===== config.mk =====
export PLATFORM = sky130hd
export DESIGN_NAME = nad_isqrt
export DESIGN_NICKNAME = d
export VERILOG_FILES = /design/src/rtl/nad_pkg.sv /design/src/rtl/nad_isqrt.sv
export SDC_FILE = /design/constraint.sdc
export NUM_CORES = 2
export LEC_CHECK = 0
export BUFFER_PORTS_ARGS = -buffer_cell sky130_fd_sc_hd__clkbuf_2
export CAP_MARGIN = 20
export CORE_ASPECT_RATIO = 0.6
export CORE_MARGIN = 3
export CORE_UTILIZATION = 50
export DETAILED_ROUTE_END_ITERATION = 8
export HOLD_SLACK_MARGIN = 0.05
export PLACE_DENSITY = 0.64
export SLEW_MARGIN = 20
export SYNTH_ARGS = -nofsm -noshare
export SYNTH_HDL_FRONTEND = slang
export SYNTH_SLANG_ARGS = --single-unit
export TNS_END_PERCENT = 20

===== constraint.sdc =====
create_clock -name clk -period 4.4 [get_ports clk]
set_input_delay 0.22 -clock clk [delete_from_list [all_inputs] [get_ports clk]]
set_output_delay 0.22 -clock clk [all_outputs]
set_load 0.01 [all_outputs]

===== src/rtl/nad_pkg.sv =====
// shared constants and the cordic angle table of the needle arc distance unit
// no dependencies; used by every other file of the block
package nad_pkg;

	localparam int COORD_W      = 32;
	localparam int QUAT_W       = 18;
	localparam int ARC_W        = 40;
	localparam int IN_W         = 6 * COORD_W + 4 * QUAT_W;
	localparam int FRAC_BITS_DEF = 16;
	localparam int RAD_W        = 64;
	localparam int ROOT_W       = 32;
	localparam int DIV_W        = 64;
	localparam int CORDIC_STEPS = 30;
	localparam int ANG_W        = 32;
	localparam logic [ARC_W-1:0] ARC_MAX = '1;

	// atan(2^-i) in q.30 radians
	function automatic logic signed [ANG_W-1:0] atan_step(input int idx);
		logic signed [ANG_W-1:0] res;
		case (idx)
			0:       res = 32'sd843314857;
			1:       res = 32'sd497837829;
			2:       res = 32'sd263043837;
			3:       res = 32'sd133525159;
			4:       res = 32'sd67021687;
			5:       res = 32'sd33543516;
			6:       res = 32'sd16775851;
			7:       res = 32'sd8388437;
			8:       res = 32'sd4194283;
			9:       res = 32'sd2097149;
			10:      res = 32'sd1048576;
			default: res = 32'sd1 <<< (30 - idx);
		endcase
		return res;
	endfunction

endpackage


===== src/rtl/nad_isqrt.sv =====
// pipelined integer square root, one result bit per stage
// depends on nad_pkg
module nad_isqrt #(
	parameter int PASS_W = 1
) (
	input  logic                        clk,
	input  logic                        arst_n,
	input  logic                        en,
	input  logic                        in_valid,
	input  logic [nad_pkg::RAD_W-1:0]   in_rad,
	input  logic [PASS_W-1:0]           in_pass,
	output logic                        out_valid,
	output logic [nad_pkg::ROOT_W-1:0]  out_root,
	output logic [PASS_W-1:0]           out_pass
);

	localparam int N   = nad_pkg::ROOT_W;
	localparam int R_W = N + 3;

	logic                        vld  [0:N];
	logic [nad_pkg::RAD_W-1:0]   rad  [0:N];
	logic [R_W-1:0]              rem  [0:N];
	logic [N-1:0]                root [0:N];
	logic [PASS_W-1:0]           pass [0:N];

	assign vld[0]  = in_valid;
	assign rad[0]  = in_rad;
	assign rem[0]  = '0;
	assign root[0] = '0;
	assign pass[0] = in_pass;

	for (genvar j = 0; j < N; j++) begin : g_stage
		logic [R_W-1:0] sh;
		logic [R_W-1:0] trial;
		logic           ge;

		assign sh    = {rem[j][R_W-3:0], rad[j][nad_pkg::RAD_W-1-2*j -: 2]};
		assign trial = {1'b0, root[j], 2'b01};
		assign ge    = (sh >= trial);

		always_ff @(posedge clk or negedge arst_n) begin
			if (!arst_n) begin
				vld[j+1] <= 1'b0;
			end else if (en) begin
				vld[j+1] <= vld[j];
			end
		end

		always_ff @(posedge clk) begin
			if (en) begin
				rad[j+1]  <= rad[j];
				rem[j+1]  <= ge ? (sh - trial) : sh;
				root[j+1] <= {root[j][N-2:0], ge};
				pass[j+1] <= pass[j];
			end
		end
	end

	assign out_valid = vld[N];
	assign out_root  = root[N];
	assign out_pass  = pass[N];

endmodule


==> results.sh <==
export IMPL_initial_utilization=0.5068
export IMPL_cts_buffers=237
export IMPL_reg2reg_depth=9
export IMPL_wl_met2_um=101700
export IMPL_arrival_ns=4.60
export IMPL_setup_tns_final_ns=0
export IMPL_crit_end="g_stage[22].sh[8]$_DFFE_PP_"
export IMPL_rsz0062_at_grt="no"
export IMPL_layout_commonest_cell="edfxtp_1"
export IMPL_worstReg2RegStart="g_stage[21].sh[27]$_DFFE_PP_"
export IMPL_drive_gt1_frac=0.08522
export IMPL_nets=10224
export IMPL_drc=0
export IMPL_setup_viol=0
export IMPL_start_kind="flip-flop"
export IMPL_path_cells="or4_1 > or3_1 > or3_1 > nor3_1 > o211ai_1 > a41oi_2 > buf_4 > buf_4 > o21ai_0"
export IMPL_ir_drop_uv=380.0
export IMPL_drv_slew=0
export IMPL_area_growth_synth_to_final_pct=12.33
export IMPL_fillerInstances=18742
export IMPL_first_pass_iters=9
export IMPL_cts_num_sinks=2559
export IMPL_min_from="in_rad[26]"
export IMPL_syn_area_um2=118800
export IMPL_crit_family="simple AND/OR/NAND/NOR gates"
export IMPL_finalInstanceArea_um2=133400
export IMPL_die_h_um=383.5
export IMPL_power_density_nw_per_um2=516.6
export IMPL_cp_depth=9
export IMPL_synth_warnings=0
export IMPL_synth_ff_type="edfxtp_1"
export IMPL_overflow=0
export IMPL_syn_nets=9776
export IMPL_rows=137
export IMPL_leakage_nw=50.78
export IMPL_syn_avg_cell_area_um2=12.99
export IMPL_max_slew_worst_pin_slew_ns=1.182
export IMPL_die_w_um=635.2
export IMPL_via_per_inst=5.654
export IMPL_track_usage=0.2090
export IMPL_gp_congestion=0.9650
export IMPL_wl_um=258300
export IMPL_wl_per_cell_um=20.00
export IMPL_critPathSlowestCell="or4_1"
export IMPL_cts_tree="done"
export IMPL_finalClockSkew_ns=0.05942
export IMPL_dp_hpwl_um=187000
export IMPL_dr_max_layer_used="met4"
export IMPL_io_pins=103
export IMPL_fmax_mhz=245.7
export IMPL_vias=73029
export IMPL_period_share=0.9251
export IMPL_period_minus_slack_ns=4.071
export IMPL_dieArea_um2=243600
export IMPL_status="finished clean"
export IMPL_wl_met1_um=131800
export IMPL_wl_met3_um=20530
export IMPL_cp_slowest_stage_delay_ns=0.57
export IMPL_timing_critical_path_buf_inv=2
export IMPL_grt_pass1_vias=69588
export IMPL_critical_path_required_ns=4.93
export IMPL_path_clk_slew_ns=0.07
export IMPL_grt_max_degree=169
export IMPL_min_path_type="in -> reg"
export IMPL_clk_insertion_delay_late_ns=0.88
export IMPL_synth_cell_types=90
export IMPL_final_cell_mix="edfxtp_1 (2527), inv_1 (731), nand2_1 (663)"
export IMPL_ys_ff_latch=2559
export IMPL_synth_edf_count=2527
export IMPL_max_cap_violations=0
export IMPL_final_hold_violation_count=0
export IMPL_cts_htree_levels=4
export IMPL_path_class="reg -> reg"
export IMPL_drtAntennaViolNets=0
export IMPL_antenna_found_initial=10
export IMPL_grt_first_pass_wirelength_um=403100
export IMPL_crit_fanout=19
export IMPL_coreArea_um2=234300
export IMPL_reg2reg_slack_ns=0.33
export IMPL_drtIter0Drc=7977
export IMPL_timing_rr_end="g_stage[22].sh[8]$_DFFE_PP_"
export IMPL_place_area_um2=124100
export IMPL_ys_seq_area_frac=0.6457
export IMPL_slew_headroom=0.2058
export IMPL_cts_buffer_depth=4
export IMPL_worst_setup_path_end_kind="flip-flop"
export IMPL_cts_root_buffer="clkbuf_16"
export IMPL_synthArstFlopShare=0.01250
export IMPL_io_buffer_count=102
export IMPL_syn_instance_count=9146
export IMPL_startpoint="g_stage[21].sh[27]$_DFFE_PP_"
-- metrics by stage --
| stage | cells | power (mW) | setup WS, ns | utilization | hold slack (ns) |
|---|---|---|---|---|---|
| global placement | 12347 | 47.60 | 0.4373 | 0.5295 | 0.3140 |
| global route | 12914 | 72.51 | 0.09595 | 0.5693 | 0.1222 |
| finish | 12916 | 68.92 | 0.3295 | 0.5693 | 0.1224 |
| detailed placement | 12347 | 47.82 | 0.3885 | 0.5295 | 0.3373 |
| CTS | 12914 | 69.37 | 0.3541 | 0.5692 | 0.05990 |
| floorplan | 9146 | 42.83 | 0.8857 | - | -0.07559 |
-- Yosys cell counts (all sizes together), types with 51 or more instances --
| master | number | share of area |
|---|---|---|
| nor4 | 126 | 0.0066 |
| a21o | 233 | 0.015 |
| nand2b | 104 | 0.0055 |
| edfxtp | 2527 | 0.64 |
| nand4 | 101 | 0.0053 |
| xor2 | 371 | 0.027 |
| nor3 | 227 | 0.0096 |
| a21oi | 476 | 0.020 |
| or4 | 62 | 0.0040 |
| o31ai | 82 | 0.0052 |
| a211oi | 53 | 0.0034 |
| o21a | 114 | 0.0072 |
| nor2b | 81 | 0.0043 |
| a31oi | 56 | 0.0030 |
| xnor2 | 405 | 0.030 |
| or2 | 59 | 0.0031 |
| inv | 731 | 0.023 |
| nand2 | 663 | 0.021 |
| o21bai | 51 | 0.0032 |
| o21ai | 505 | 0.021 |
| nand3 | 142 | 0.0060 |
| mux2 | 122 | 0.012 |
| or3 | 97 | 0.0052 |
| nor2 | 525 | 0.017 |
| clkbuf | 155 | 0.0049 |
| ha | 561 | 0.059 |
-- worst register-to-register path: cells and delay by family (launching register included) --
kind / cells / cell delay (ns)
flops: 1 / 0.51
compound gates: 3 / 0.87
simple gates: 4 / 1.79
buf+inv: 2 / 0.57
-- cell families (layout without fill, tap and decap cells) --
family | Yosys count | after routing | synth area share
and+or+nand+nor | 2365 | 2365 | 0.09832
AOI/OAI and AO/OA | 1831 | 1831 | 0.09702
muxes | 147 | 147 | 0.01367
xor gates and xnor gates | 776 | 776 | 0.05723
adders and majority gates | 561 | 561 | 0.05910
other | 1 | 3 | 0.00003158
DFF | 2559 | 2559 | 0.6457
buffers and inverters | 906 | 1547 | 0.02893
-- metal layers --
layer,global-route usage,vias to the layer above
met5,0,-
met4,0.03874,0
met3,0.03553,311
met2,0.2822,2283
met1,0.3491,35585
li1,-,34850
-- power by group --
group | switching [mW] | leakage (nW) | total (mW) | internal (mW)
Clock | 9.07 | 3.84 | 21.2 | 12.1
Combinational | 8.60 | 22.2 | 14.8 | 6.15
Sequential | 2.18 | 24.7 | 33.0 | 30.8
Total | 19.9 | 50.8 | 68.9 | 49.1
-- sequential cells by signal, indices dropped and copies added (netlist names) --
| signal | flops |
|---|---|
| g_stage.sh | 1037 |
| g_stage.trial | 496 |
| out_pass | 1 |
| out_root | 32 |
| out_valid | 1 |
| pass | 31 |
| rad | 930 |
| vld | 31 |
-- area by class of cell --
class                           count  area, um^2  area share
Sequential cell                  2559       76680      0.5748
Multi-Input combinational cell   5681       38730      0.2904
Clock buffer                      268        6153     0.04613
Tap cell                         3127        3913     0.02933
Timing Repair Buffer              383        3358     0.02517
Inverter                          732        2748     0.02060
Clock inverter                    164        1805     0.01353
Antenna cell                        2       5.005  0.00003752
-- worst min path at each step --
stage / to / slack [ns] / depth (start not counted)
after floorplan: out_valid$_DFFE_PN0P_ / -0.08 / 0
after global placement: vld[31]$_DFFE_PN0P_ / 0.31 / 1
after detailed placement: vld[23]$_DFFE_PN0P_ / 0.34 / 1
after CTS: rad[2010]$_DFFE_PP_ / 0.06 / 2
after global routing: rad[2010]$_DFFE_PP_ / 0.12 / 2
final: rad[2010]$_DFFE_PP_ / 0.12 / 2
-- repair_timing --
| action | CTS | global route |
|---|---|---|
| hold buffers | 135 | 0 |
| buffers inserted | 0 | 0 |
| setup endpoints to repair | 0 | 2 |
| resized for setup | 0 | 1 |
| hold endpoints to repair | 187 | 0 |
Power figures use the tool's default switching activity.
